<file path="src/rtl/core/dse_pkg.sv">
`timescale 1ns / 1ps

package dse_pkg;

  localparam int DICT_ENTRIES    = 8;
  localparam int KEY_MAX         = 4;
  localparam int KEY_FIELD_BYTES = 4;
  localparam int ENTRY_REGS      = 8;
  localparam int HIST_DEPTH      = KEY_MAX + 1;
  localparam int KEY_LIM         = (KEY_MAX < KEY_FIELD_BYTES) ? KEY_MAX : KEY_FIELD_BYTES;
  localparam int CNT_W           = $clog2(HIST_DEPTH + 1);
  localparam int ENTRY_W         = 43;
  localparam int IDX_W           = $clog2(ENTRY_REGS);

  localparam logic OP_PUSH  = 1'b0;
  localparam logic OP_FLUSH = 1'b1;

  typedef logic [7:0]         byte_t;
  typedef logic [CNT_W-1:0]   cnt_t;
  typedef logic [ENTRY_W-1:0] entry_t;
  typedef logic [IDX_W-1:0]   idx_t;

  typedef struct packed {
    logic push;
    logic consume;
    logic move;
    logic last;
  } cmd_t;

  typedef struct packed {
    logic count_zero;
    logic prefix_full;
    logic emit;
    logic held_valid;
    logic out_free;
  } status_t;

  typedef struct packed {
    cnt_t  plen;
    logic  found;
    cnt_t  wlen;
    byte_t wcode;
  } match_t;

  function automatic cnt_t key_len(entry_t e);
    logic [2:0] raw;
    raw = e[10:8];
    if (int'(raw) > KEY_LIM) begin
      return cnt_t'(KEY_LIM);
    end
    return cnt_t'(raw);
  endfunction

  function automatic byte_t key_byte(entry_t e, int i);
    return e[11 + 8 * (i % KEY_FIELD_BYTES) +: 8];
  endfunction

  function automatic byte_t entry_code(entry_t e);
    return e[7:0];
  endfunction

endpackage

</file>
<file path="src/rtl/core/dse_if.sv">
`timescale 1ns / 1ps

interface dse_in_if;
  logic  valid;
  logic  ready;
  logic  opcode;
  logic  [7:0] literal;

  modport source (output valid, output opcode, output literal, input ready);
  modport sink (input valid, input opcode, input literal, output ready);
endinterface

interface dse_out_if;
  logic  valid;
  logic  ready;
  logic  [7:0] code;
  logic  last;

  modport source (output valid, output code, output last, input ready);
  modport sink (input valid, input code, input last, output ready);
endinterface

</file>
<file path="src/rtl/core/dse_match.sv">
`timescale 1ns / 1ps

module dse_match (
  input  dse_pkg::byte_t  hist_i [dse_pkg::HIST_DEPTH],
  input  dse_pkg::cnt_t   count_i,
  input  dse_pkg::entry_t entries_i [dse_pkg::ENTRY_REGS],
  output dse_pkg::match_t match_o
);

  dse_pkg::cnt_t klen  [dse_pkg::DICT_ENTRIES];
  dse_pkg::cnt_t agree [dse_pkg::DICT_ENTRIES];
  logic          run;

  // leading agreement of history with each key
  always_comb begin
    for (int e = 0; e < dse_pkg::DICT_ENTRIES; e++) begin
      klen[e]  = dse_pkg::key_len(entries_i[e]);
      agree[e] = '0;
      run      = 1'b1;
      for (int i = 0; i < dse_pkg::KEY_LIM; i++) begin
        if (run && (dse_pkg::cnt_t'(i) < count_i) && (dse_pkg::cnt_t'(i) < klen[e]) &&
            (hist_i[i] == dse_pkg::key_byte(entries_i[e], i))) begin
          agree[e] = dse_pkg::cnt_t'(i + 1);
        end else begin
          run = 1'b0;
        end
      end
    end
  end

  // longest prefix and longest whole key, lowest index wins ties
  always_comb begin
    match_o = '0;
    for (int e = 0; e < dse_pkg::DICT_ENTRIES; e++) begin
      if (agree[e] > match_o.plen) begin
        match_o.plen = agree[e];
      end
      if ((agree[e] == klen[e]) && (agree[e] > match_o.wlen)) begin
        match_o.wlen  = agree[e];
        match_o.wcode = dse_pkg::entry_code(entries_i[e]);
        match_o.found = 1'b1;
      end
    end
  end

endmodule

</file>
<file path="src/rtl/core/dse_datapath.sv">
`timescale 1ns / 1ps

module dse_datapath (
  input  logic              clk_i,
  input  logic              rst_ni,
  input  logic              cfg_we_i,
  input  dse_pkg::idx_t     cfg_idx_i,
  input  dse_pkg::entry_t   cfg_data_i,
  input  dse_pkg::byte_t    in_literal_i,
  input  dse_pkg::cmd_t     cmd_i,
  output dse_pkg::status_t  status_o,
  output logic              out_valid_o,
  input  logic              out_ready_i,
  output dse_pkg::byte_t    out_code_o,
  output logic              out_last_o
);

  dse_pkg::entry_t entries_q [dse_pkg::ENTRY_REGS];
  dse_pkg::byte_t  hist_q [dse_pkg::HIST_DEPTH];
  dse_pkg::byte_t  hist_d [dse_pkg::HIST_DEPTH];
  dse_pkg::cnt_t   count_q, count_d;
  logic            held_valid_q, held_valid_d;
  dse_pkg::byte_t  held_code_q, held_code_d;
  logic            out_valid_q, out_valid_d;
  dse_pkg::byte_t  out_code_q, out_code_d;
  logic            out_last_q, out_last_d;

  dse_pkg::match_t match;
  dse_pkg::cnt_t   drop_len;
  logic            emit;
  dse_pkg::byte_t  emit_code;
  logic            out_free;

  dse_match u_match (
    .hist_i    (hist_q),
    .count_i   (count_q),
    .entries_i (entries_q),
    .match_o   (match)
  );

  assign drop_len  = match.found ? match.wlen : dse_pkg::cnt_t'(1);
  assign emit      = !match.found || (match.wcode != 8'h00);
  assign emit_code = match.found ? match.wcode : hist_q[0];
  assign out_free  = !out_valid_q || out_ready_i;

  assign status_o.count_zero  = (count_q == '0);
  assign status_o.prefix_full = (match.plen == count_q);
  assign status_o.emit        = emit;
  assign status_o.held_valid  = held_valid_q;
  assign status_o.out_free    = out_free;

  always_comb begin
    hist_d       = hist_q;
    count_d      = count_q;
    held_valid_d = held_valid_q;
    held_code_d  = held_code_q;
    out_valid_d  = out_valid_q && !out_ready_i;
    out_code_d   = out_code_q;
    out_last_d   = out_last_q;

    if (cmd_i.push) begin
      for (int i = 0; i < dse_pkg::HIST_DEPTH; i++) begin
        if (count_q == dse_pkg::cnt_t'(i)) begin
          hist_d[i] = in_literal_i;
        end
      end
      count_d = count_q + dse_pkg::cnt_t'(1);
    end

    if (cmd_i.move) begin
      out_valid_d  = 1'b1;
      out_code_d   = held_code_q;
      out_last_d   = cmd_i.last;
      held_valid_d = 1'b0;
    end

    if (cmd_i.consume) begin
      // drop consumed bytes from the front
      for (int k = 1; k <= dse_pkg::KEY_LIM; k++) begin
        if (drop_len == dse_pkg::cnt_t'(k)) begin
          for (int i = 0; i + k < dse_pkg::HIST_DEPTH; i++) begin
            hist_d[i] = hist_q[i + k];
          end
        end
      end
      count_d = count_q - drop_len;
      if (emit) begin
        held_valid_d = 1'b1;
        held_code_d  = emit_code;
      end
    end
  end

  always_ff @(posedge clk_i or negedge rst_ni) begin
    if (!rst_ni) begin
      for (int e = 0; e < dse_pkg::ENTRY_REGS; e++) begin
        entries_q[e] <= '0;
      end
      for (int i = 0; i < dse_pkg::HIST_DEPTH; i++) begin
        hist_q[i] <= '0;
      end
      count_q      <= '0;
      held_valid_q <= 1'b0;
      out_valid_q  <= 1'b0;
    end else begin
      if (cfg_we_i && (int'(cfg_idx_i) < dse_pkg::ENTRY_REGS)) begin
        entries_q[cfg_idx_i] <= cfg_data_i;
      end
      hist_q       <= hist_d;
      count_q      <= count_d;
      held_valid_q <= held_valid_d;
      out_valid_q  <= out_valid_d;
    end
  end

  always_ff @(posedge clk_i) begin
    held_code_q <= held_code_d;
    out_code_q  <= out_code_d;
    out_last_q  <= out_last_d;
  end

  assign out_valid_o = out_valid_q;
  assign out_code_o  = out_code_q;
  assign out_last_o  = out_last_q;

  a_count_bound: assert property (@(posedge clk_i) disable iff (!rst_ni)
    int'(count_q) <= dse_pkg::HIST_DEPTH)
    else $error("history count overflow");

  a_move_free: assert property (@(posedge clk_i) disable iff (!rst_ni)
    cmd_i.move |-> out_free)
    else $error("output beat overwritten");

  a_consume_nonempty: assert property (@(posedge clk_i) disable iff (!rst_ni)
    cmd_i.consume |-> (count_q != '0) && (drop_len <= count_q))
    else $error("consume beyond history");

endmodule

</file>
<file path="src/rtl/core/dse_ctrl.sv">
`timescale 1ns / 1ps

module dse_ctrl (
  input  logic             clk_i,
  input  logic             rst_ni,
  input  logic             in_valid_i,
  input  logic             in_opcode_i,
  output logic             in_ready_o,
  input  dse_pkg::status_t status_i,
  output dse_pkg::cmd_t    cmd_o
);

  typedef enum logic {
    ST_IDLE,
    ST_EVAL
  } state_e;

  state_e state_q, state_d;
  logic   flush_q, flush_d;
  logic   done;

  assign in_ready_o = (state_q == ST_IDLE);
  assign done = status_i.count_zero || (!flush_q && status_i.prefix_full);

  always_comb begin
    state_d = state_q;
    flush_d = flush_q;
    cmd_o   = '0;
    case (state_q)
      ST_IDLE: begin
        if (in_valid_i) begin
          cmd_o.push = (in_opcode_i == dse_pkg::OP_PUSH);
          flush_d    = (in_opcode_i == dse_pkg::OP_FLUSH);
          state_d    = ST_EVAL;
        end
      end
      ST_EVAL: begin
        if (done) begin
          if (!status_i.held_valid) begin
            state_d = ST_IDLE;
          end else if (status_i.out_free) begin
            cmd_o.move = 1'b1;
            cmd_o.last = 1'b1;
            state_d    = ST_IDLE;
          end
        end else if (status_i.emit && status_i.held_valid) begin
          if (status_i.out_free) begin
            cmd_o.move    = 1'b1;
            cmd_o.consume = 1'b1;
          end
        end else begin
          cmd_o.consume = 1'b1;
        end
      end
      default: begin
        state_d = ST_IDLE;
      end
    endcase
  end

  always_ff @(posedge clk_i or negedge rst_ni) begin
    if (!rst_ni) begin
      state_q <= ST_IDLE;
      flush_q <= 1'b0;
    end else begin
      state_q <= state_d;
      flush_q <= flush_d;
    end
  end

  a_idle_no_held: assert property (@(posedge clk_i) disable iff (!rst_ni)
    (state_q == ST_IDLE) |-> !status_i.held_valid)
    else $error("code left behind at idle");

  a_last_ends: assert property (@(posedge clk_i) disable iff (!rst_ni)
    (cmd_o.move && cmd_o.last) |=> (state_q == ST_IDLE))
    else $error("last beat did not end the item");

  a_accept_eval: assert property (@(posedge clk_i) disable iff (!rst_ni)
    (in_valid_i && in_ready_o) |=> (state_q == ST_EVAL))
    else $error("accepted item not evaluated");

endmodule

</file>
<file path="src/rtl/core/dictionary_substitution_encoder.sv">
`timescale 1ns / 1ps

// Greedy longest-match dictionary encoder. Each input beat either pushes one byte into a
// history of up to five bytes or flushes it; eight 43-bit entry registers (code 7:0, key
// length 10:8, key bytes 42:11) are written through the cfg port; the user must write
// them only while the block is idle, which it does not enforce. An item is taken in, then
// worked off in history steps (each emitted code, literal or silent code-zero match); its
// final code leaves in the step that finds the history settled, and no new item is taken
// before that. The single key matcher judges all entries once per cycle. Back-pressure
// stalls the steps that move a code out. Codes go out through an output register, the last
// beat of each item flagged by last; an item that yields no code produces no beat.

module dictionary_substitution_encoder (
  input  logic                clk_i,
  input  logic                rst_ni,
  dse_in_if.sink              in_i,
  dse_out_if.source           out_o,
  input  logic                cfg_we_i,
  input  dse_pkg::idx_t       cfg_idx_i,
  input  dse_pkg::entry_t     cfg_data_i
);

  dse_pkg::cmd_t    cmd;
  dse_pkg::status_t status;

  dse_ctrl u_ctrl (
    .clk_i       (clk_i),
    .rst_ni      (rst_ni),
    .in_valid_i  (in_i.valid),
    .in_opcode_i (in_i.opcode),
    .in_ready_o  (in_i.ready),
    .status_i    (status),
    .cmd_o       (cmd)
  );

  dse_datapath u_datapath (
    .clk_i        (clk_i),
    .rst_ni       (rst_ni),
    .cfg_we_i     (cfg_we_i),
    .cfg_idx_i    (cfg_idx_i),
    .cfg_data_i   (cfg_data_i),
    .in_literal_i (in_i.literal),
    .cmd_i        (cmd),
    .status_o     (status),
    .out_valid_o  (out_o.valid),
    .out_ready_i  (out_o.ready),
    .out_code_o   (out_o.code),
    .out_last_o   (out_o.last)
  );

endmodule
</file>
<file path="src/flat_wrapper.sv">
// flat-port wrapper written by rule: the top's interface ports become plain ports
module dictionary_substitution_encoder_flat 
  (clk_i, rst_ni, cfg_we_i, cfg_idx_i, cfg_data_i, in_i_valid, in_i_opcode, in_i_literal, in_i_ready, out_o_valid, out_o_code, out_o_last, out_o_ready);
  dse_in_if in_i_i ();
  dse_out_if out_o_i ();
  input  logic clk_i;
  input  logic rst_ni;
  input  logic cfg_we_i;
  input  dse_pkg::idx_t cfg_idx_i;
  input  dse_pkg::entry_t cfg_data_i;
  input wire logic [$bits(in_i_i.valid)-1:0] in_i_valid;
  input wire logic [$bits(in_i_i.opcode)-1:0] in_i_opcode;
  input wire logic [$bits(in_i_i.literal)-1:0] in_i_literal;
  output wire logic [$bits(in_i_i.ready)-1:0] in_i_ready;
  output wire logic [$bits(out_o_i.valid)-1:0] out_o_valid;
  output wire logic [$bits(out_o_i.code)-1:0] out_o_code;
  output wire logic [$bits(out_o_i.last)-1:0] out_o_last;
  input wire logic [$bits(out_o_i.ready)-1:0] out_o_ready;
  assign in_i_i.valid = in_i_valid;
  assign in_i_i.opcode = in_i_opcode;
  assign in_i_i.literal = in_i_literal;
  assign in_i_ready = in_i_i.ready;
  assign out_o_valid = out_o_i.valid;
  assign out_o_code = out_o_i.code;
  assign out_o_last = out_o_i.last;
  assign out_o_i.ready = out_o_ready;
  dictionary_substitution_encoder u_core (.clk_i(clk_i), .rst_ni(rst_ni), .in_i(in_i_i), .out_o(out_o_i), .cfg_we_i(cfg_we_i), .cfg_idx_i(cfg_idx_i), .cfg_data_i(cfg_data_i));
endmodule
</file>
<file path="config.mk">
export PLATFORM = sky130hd
export DESIGN_NAME = dictionary_substitution_encoder_flat
export DESIGN_NICKNAME = d
export VERILOG_FILES = /design/src/rtl/core/dse_pkg.sv /design/src/rtl/core/dse_if.sv /design/src/rtl/core/dse_match.sv /design/src/rtl/core/dse_datapath.sv /design/src/rtl/core/dse_ctrl.sv /design/src/rtl/core/dictionary_substitution_encoder.sv /design/src/flat_wrapper.sv
export SDC_FILE = /design/constraint.sdc
export NUM_CORES = 1
export LEC_CHECK = 0
export ABC_AREA = 1
export BUFFER_PORTS_ARGS = -buffer_cell sky130_fd_sc_hd__buf_4
export CORE_UTILIZATION = 35
export CTS_CLUSTER_SIZE = 14
export DETAILED_ROUTE_END_ITERATION = 6
export GPL_ROUTABILITY_DRIVEN = 1
export PLACE_DENSITY = 0.47
export SETUP_SLACK_MARGIN = 0.05
export SYNTH_ARGS = -nofsm -noshare
export SYNTH_HDL_FRONTEND = slang
export SYNTH_SLANG_ARGS = --single-unit
</file>
<file path="constraint.sdc">
create_clock -name clk_i -period 16.5 [get_ports clk_i]
set_input_delay 1.65 -clock clk_i [delete_from_list [all_inputs] [get_ports clk_i]]
set_output_delay 1.65 -clock clk_i [all_outputs]
set_load 0.02 [all_outputs]
</file>
* Word-level counts from Yosys, hierarchy flattened *
Index checks and enable logic that the tools add are counted.

word-level totals
  register bits after elaboration = 408
  input bits = 60
  logic and storage cells = 383

operators by class
  bitwise operators = 3
  $lt $le $gt $ge = 61
  add/subtract/negate cells = 2
  reductions and logical operators = 114
  equal/unequal tests = 49
  multiplexer cells = 133

operator list
  kind                  count
  $bwmux W344           1
  $eq A8 B8 Y1          32
  $demux W43 S3         1
  $mux W3               38
  $logic_and A1 B1 Y1   100
  $mux W12              8
  $mux W32              2
  $mux W8               7
  $mux W1               55
  $lt A1 B3 Y1 const A  18
  $lt A2 B3 Y1 const A  18
  $mux W43              1
  $gt A3 B3 Y1          14
  $mux W40              1
  $mux W2               16
  $eq A3 B3 Y1          9
  $gt A3 B3 Y1 const B  8
  $mux W24              1
  $mux W16              1
  $eq A3 B2 Y1 const B  4
  $reduce_bool A8 Y1    1
  $eq A3 B1 Y1 const B  2
  $eq A3 B3 Y1 const B  2
  $reduce_and A2 Y1     3
  13 further kinds      19

* Depth between registers and ports, before layout *
  depth after elaboration = 52
  gate-level depth with buffers = 106
  gate-level depth less buffers = 102

* Hierarchy *
From an unflattened synthesis, not the netlist that was laid out.

unflattened totals
  cell total of the unflattened synthesis = 3,114
  area total of the unflattened synthesis = 23,700.2 um2

modules (own cells, without submodules)
  module        instances  cells an instance  area an instance (um2)
  dse_datapath  1          1,676              15,991.6
  dse_match     1          1,412              7,547.2
  dse_ctrl      1          26                 161.4

* Least setup slack after synthesis *
No wires, ideal clock.

  path kind = reg-to-reg
  from = register u_core.u_datapath.hist_q[28] (netlist name)
  to = register u_core.u_datapath.count_q[2]
  data required time = 16.387 ns
  stages on the path, launching flop included = 102
  arrival = 11.135 ns
  setup slack = 5.253 ns
  buffers on the path = 6
  library setup time = 0.113 ns
  cells stage by stage = dfrtp_1 -> buf_2 -> inv_1 -> nand2_1 -> nand2_1 -> nand3_1 -> nor2_1 -> nand3_1 -> nor2_4 -> nand2_2 -> nand2_1 -> nand2_1 -> nor2_2 -> nand2_1 -> ha_1 -> nand2_1 -> nor2_1 -> a211oi_1 -> [... 66 more ...] -> nor2_1 -> nand2_1 -> nor2_2 -> nand3_2 -> nand2_2 -> nand3_4 -> inv_4 -> buf_6 -> nand2_1 -> ha_1 -> inv_1 -> fa_1 -> nand2_1 -> nand2_1 -> nand2_1 -> nand2_1 -> nand2_1 -> inv_1

on the way
  word-level cells in the longest chain between the ends = 42

RTL lines
  element                                                        line                              text
  from (decl)                                                    dse_datapath.sv:19                dse_pkg::byte_t hist_q [dse_pkg::HIST_DEPTH];
  from (signal assigned)                                         dse_datapath.sv:109               hist_q <= hist_d;
  $eq A8 B8 Y1                                                   dse_match.sv:22                   (hist_i[i] == dse_pkg::key_byte(entries_i[e], i))) begin
  $logic_and A1 B1 Y1                                            dse_match.sv:21                   if (run && (dse_pkg::cnt_t'(i) < count_i) && (dse_pkg::cnt_t'(i) < klen[e]) &&
  $mux W1                                                        dse_match.sv:21
  $logic_and A1 B1 Y1 (3 in a row)                               dse_match.sv:21
  $mux W1                                                        dse_match.sv:21
  $logic_and A1 B1 Y1 (3 in a row)                               dse_match.sv:21
  $mux W3                                                        dse_match.sv:21
  $gt A3 B1 Y1 / $eq A3 B3 Y1 (equally long branches)            dse_match.sv:35, dse_match.sv:38
  [... 22 more ...]                                              --
  $mux W12                                                       dse_match.sv:38                   if ((agree[e] == klen[e]) && (agree[e] > match_o.wlen)) begin
  $reduce_bool A8 Y1 / $logic_not A1 Y1 (equally long branches)  dse_datapath.sv:42                assign emit = !match.found || (match.wcode != 8'h00);
  $logic_or A1 B1 Y1                                             dse_datapath.sv:42
  $logic_and A1 B1 Y1                                            dse_ctrl.sv:46                    end else if (status_i.emit && status_i.held_valid) begin
  $mux W1                                                        dse_ctrl.sv:46
  $mux W1                                                        dse_ctrl.sv:38                    if (done) begin
  $mux W3                                                        dse_ctrl.sv:29                    case (state_q)
  $mux W3 / $reduce_bool A2 Y1 (equally long branches)           --
  to (signal assigned)                                           dse_datapath.sv:110               count_q <= count_d;
  to (decl)                                                      dse_datapath.sv:21                dse_pkg::cnt_t count_q, count_d;

Several ways; a longest one is shown, not always the timed one.
A chain may end at the register's enable or synchronous reset.

* Final worst setup path *
  from = register u_core.u_datapath.entries_q[311] (netlist name)
  to = register u_core.u_datapath.count_q[1]

on the way
  word-level cells in the longest chain between the ends = 50

RTL lines
  element                                                        line                 text
  from (decl)                                                    dse_datapath.sv:18   dse_pkg::entry_t entries_q [dse_pkg::ENTRY_REGS];
  from (signal, indexed assignment)                              dse_datapath.sv:107  entries_q[cfg_idx_i] <= cfg_data_i;
  $gt A3 B3 Y1                                                   dse_pkg.sv:48        if (int'(raw) > KEY_LIM) begin
  $mux W1                                                        dse_pkg.sv:48
  $mux W3 (*)                                                    dse_pkg.sv:51        return cnt_t'(raw);
  $lt A1 B3 Y1                                                   dse_match.sv:21
  $logic_and A1 B1 Y1 (2 in a row)                               dse_match.sv:21
  $mux W1                                                        dse_match.sv:21
  $logic_and A1 B1 Y1 (3 in a row)                               dse_match.sv:21
  $mux W1                                                        dse_match.sv:21
  [... 32 more ...]                                              --
  $reduce_bool A8 Y1 / $logic_not A1 Y1 (equally long branches)  dse_datapath.sv:42
  $logic_or A1 B1 Y1                                             dse_datapath.sv:42
  $logic_and A1 B1 Y1                                            dse_ctrl.sv:46
  $mux W1                                                        dse_ctrl.sv:46
  $mux W1                                                        dse_ctrl.sv:38
  $mux W3                                                        dse_ctrl.sv:29
  $mux W3 (*)                                                    dse_datapath.sv:77   if (cmd_i.consume) begin
  named net u_core.u_datapath.count_d[1]                         dse_datapath.sv:21

The timed path passes the listed nets; every way through them passes the cells marked *.

==> flow_summary.yaml <==
outcome:
  status: "complete, no violations"
setup_path:
  criticalPathCategory: "register to register"
  crit_path_end_kind: "register"
  r2r-end: "u_core.u_datapath.count_q[1]"
  crit_path_frequent_cell: "nand2_1"
  r2r_slack_ns: 1.83
  cp-start-kind: "register"
  cpMaxStageDelayCell: "dfrtp_1"
  rr_worst_depth: 91
  crit_arrival_ns: 15.17
  cp_max_fo: 27
  slowest_delay_ns: 0.56
  r2r-start: "u_core.u_datapath.entries_q[311]"
  cp.required_ns: 17.00
grt:
  grt_pass1_vias: 21600
  grtUsageTotal: 0.268
  grt_pass1_wl_um: 143000
  grt-ovfl-total: 0
  grt_max_degree: 87
  grt_antenna_before_repair: 0
floorplan:
  dieWidth_um: 269
  core_area_um2: 70100
  dieArea_um2: 72200
  placementRows: 97
  ioPinCount: 71
  dieHeight_um: 269
  initial_core_util: 0.355
finish:
  drive_gt1_frac: 0.0899
  fillers: 7474
  syn2layout_area_growth_pct: 11.9
  post-route-util: 0.397
  fin_area_um2: 27800
  nets: 3578
  diodes: 0
timing:
  rsz0062_at_grt: "false"
  fmax_ghz: 0.0682
  max_slew_margin: 0.239
  tightest_slew_ns: 1.14
  finalCritPeriodShare: 0.889
  skew_ns: 0.0504
  fin_crit_ns: 14.67
  maxSlewViolCount: 0
  setup_viol: 0
  tns_ns: 0
  hold_violations: 0
synthesis:
  yosysUniqueCellTypes: 63
  post-synth-top-area-fraction: 0.393
  synth.largest_area_cell: "dfrtp_1"
  synth_warnings: 0
  synth_edf_count: 17
  synthesis.area_um2: 24900
  synthArstFlopShare: 0.958
  synth_fp_nets: 3587
  netlist_top_cells_area: "dfrtp_1 (39%), nand2_1 (16%), o21ai_0 (8.1%), inv_1 (5.5%), nor2_1 (4.6%)"
  synth-seq-area-share: 0.414
  synth_ff_type: "dfrtp_1"
  avgSynthCellArea_um2: 7.14
  ys_ff_latch: 408
  syn_inst: 3483
power:
  power_density_nw_per_um2: 199
  p_leak_nw: 13.9
  irDropWorstVdd_mv: 0.117
place:
  portBuffers: 70
  place_congestion: 0.953
  placedInstanceArea_um2: 26000
  dpl.hpwl_um: 71800
clock_network:
  clk_latency_ns: 0.63
  cts_buffers: 50
  ctsRootBufferMaster: "clkbuf_16"
  holdBufCountCts: 0
  htreeDepth: 2
  cts.reportedPaths.clkPinSlew_ns: 0.06
  clock_sinks: 408
  clockBufferDepth: 3
  cts_tree: "yes"
drt:
  viasPerCell: 5.15
  ant_nets: 0
  detail_route.iter0.violations: 1964
  drt-pass1-iter-count: 7
  drc_errors: 0
  detail_route.wl_per_cell_um: 21.6
  drt_wl_total_um: 96200
  vias: 22934
worst_hold_path:
  min_from: "u_core.u_datapath.held_code_q[0]"
  hold_depth: 0
  min_path_type: "register to register"
  min_to: "u_core.u_datapath.out_code_o[0]"
job:
  max_cap_viol_count: 0
placed cells by master (no fill, tap or decap), types with 9 or more instances in the layout:
cell type     n
ha_1         43
nand2_2      19
nand3b_1     14
clkbuf_16    51
buf_4        84
nand4_1      59
clkbuf_8      9
nand3_2      12
xor2_1       60
inv_2        34
o21ai_1      30
nor2_1      305
nor3_1       53
dfrtp_1     387
a21oi_1      98
nand3_1     156
xnor2_1      58
nand2_1    1050
nor2_2       12
clkbuf_1      9
o21ai_0     401
a31oi_1      10
or2_1        14
nand2_4      10
or2_2        23
clkinv_2      9
inv_1       363
edfxtp_1     17
layer usage:
metal,share of wire,wire length [um],GRT usage
met3,0.044,4250,0.0260
met5,0,0,0
met4,0.031,2980,0.0780
met1,0.47,44800,0.379
met2,0.46,44100,0.435
final cells by class:
class                      instances  area, um2  area share
timing repair buffer              85        646      0.0232
clock buffer                      69       1430      0.0515
tap                              940       1180      0.0423
multi-input combinational       2519      12400       0.444
sequential                       408      10300       0.370
clock inverter                    24        358      0.0129
inverter                         410       1570      0.0562
how the worst max path moves through the flow:
stage | startpoint | endpoint | slack (ns)
final | u_core.u_datapath.entries_q[311] | u_core.u_datapath.count_q[1] | 1.83
after global routing | u_core.u_datapath.hist_q[33] | u_core.u_datapath.count_q[2] | 0.21
after CTS | u_core.u_datapath.hist_q[33] | u_core.u_datapath.count_q[1] | 1.09
after detailed placement | u_core.u_datapath.hist_q[33] | u_core.u_datapath.count_q[1] | 1.09
after global placement | u_core.u_datapath.hist_q[33] | u_core.u_datapath.count_q[1] | 1.61
after floorplan | u_core.u_datapath.hist_q[28] | u_core.u_datapath.count_q[2] | 5.25
flip-flops by register name, summed over array words and instances, names as in the netlist:
register / count
u_core.u_datapath.entries_q: 344
u_core.u_datapath.out_valid_o: 1
u_core.u_ctrl.state_q: 1
u_core.u_datapath.held_valid_q: 1
u_core.u_datapath.hist_q: 40
u_core.u_datapath.held_code_q: 8
u_core.u_datapath.count_q: 3
u_core.u_ctrl.flush_q: 1
u_core.u_datapath.out_last_o: 1
u_core.u_datapath.out_code_o: 8
cells in the mapped netlist, types with 23 or more instances:
library cell and number:
a21oi_1 98, dfrtp_1 391, nor2_1 305, ha_1 43, inv_2 34, o21ai_1 30
or2_2 23, nor3_1 54, nand2_1 1057, clkbuf_1 77, nand4_1 59, o21ai_0 401
xnor2_1 58, xor2_1 60, nand3_1 159, buf_2 36, inv_1 365
stage by stage:
stage               total power [mW]  setup WS (ns)  hold WS, ns  instances
floorplan                       3.48           5.25        0.400       3483
global placement                4.28           1.61        0.408       4358
detailed placement              4.29           1.09        0.410       4358
CTS                             5.52           1.09        0.424       4451
global route                    5.97          0.209        0.429       4455
finish                          5.54           1.83        0.422       4455
report_power, final:
| part | total, mW | internal (mW) | switching (mW) |
|---|---|---|---|
| Combinational | 2.69 | 0.856 | 1.84 |
| Sequential | 1.64 | 1.28 | 0.360 |
| Clock | 1.21 | 0.735 | 0.470 |
kinds of logic after synthesis:
logic type,Yosys count,synth area share
simple gates,1769,0.304
flops,408,0.414
mux,1,0.000402
compound gates,587,0.125
fa+ha+maj,44,0.0224
buf+inv,556,0.0927
xor+xnor,118,0.0415
worst max-delay path, delay by kind of cell (launching register included):
| family | cells | cell delay (ns) |
|---|---|---|
| and+or+nand+nor | 53 | 6.76 |
| adders and majority gates | 9 | 2.77 |
| buffers and inverters | 9 | 1.72 |
| AOI/OAI and AO/OA | 20 | 2.71 |
| DFF | 1 | 0.56 |
repair_timing:
action	in CTS	in global routing
setup buffers	0	4
setup endpoints to repair	0	44
resized for setup	0	10
Note: power is estimated with default switching activity, not from simulation.
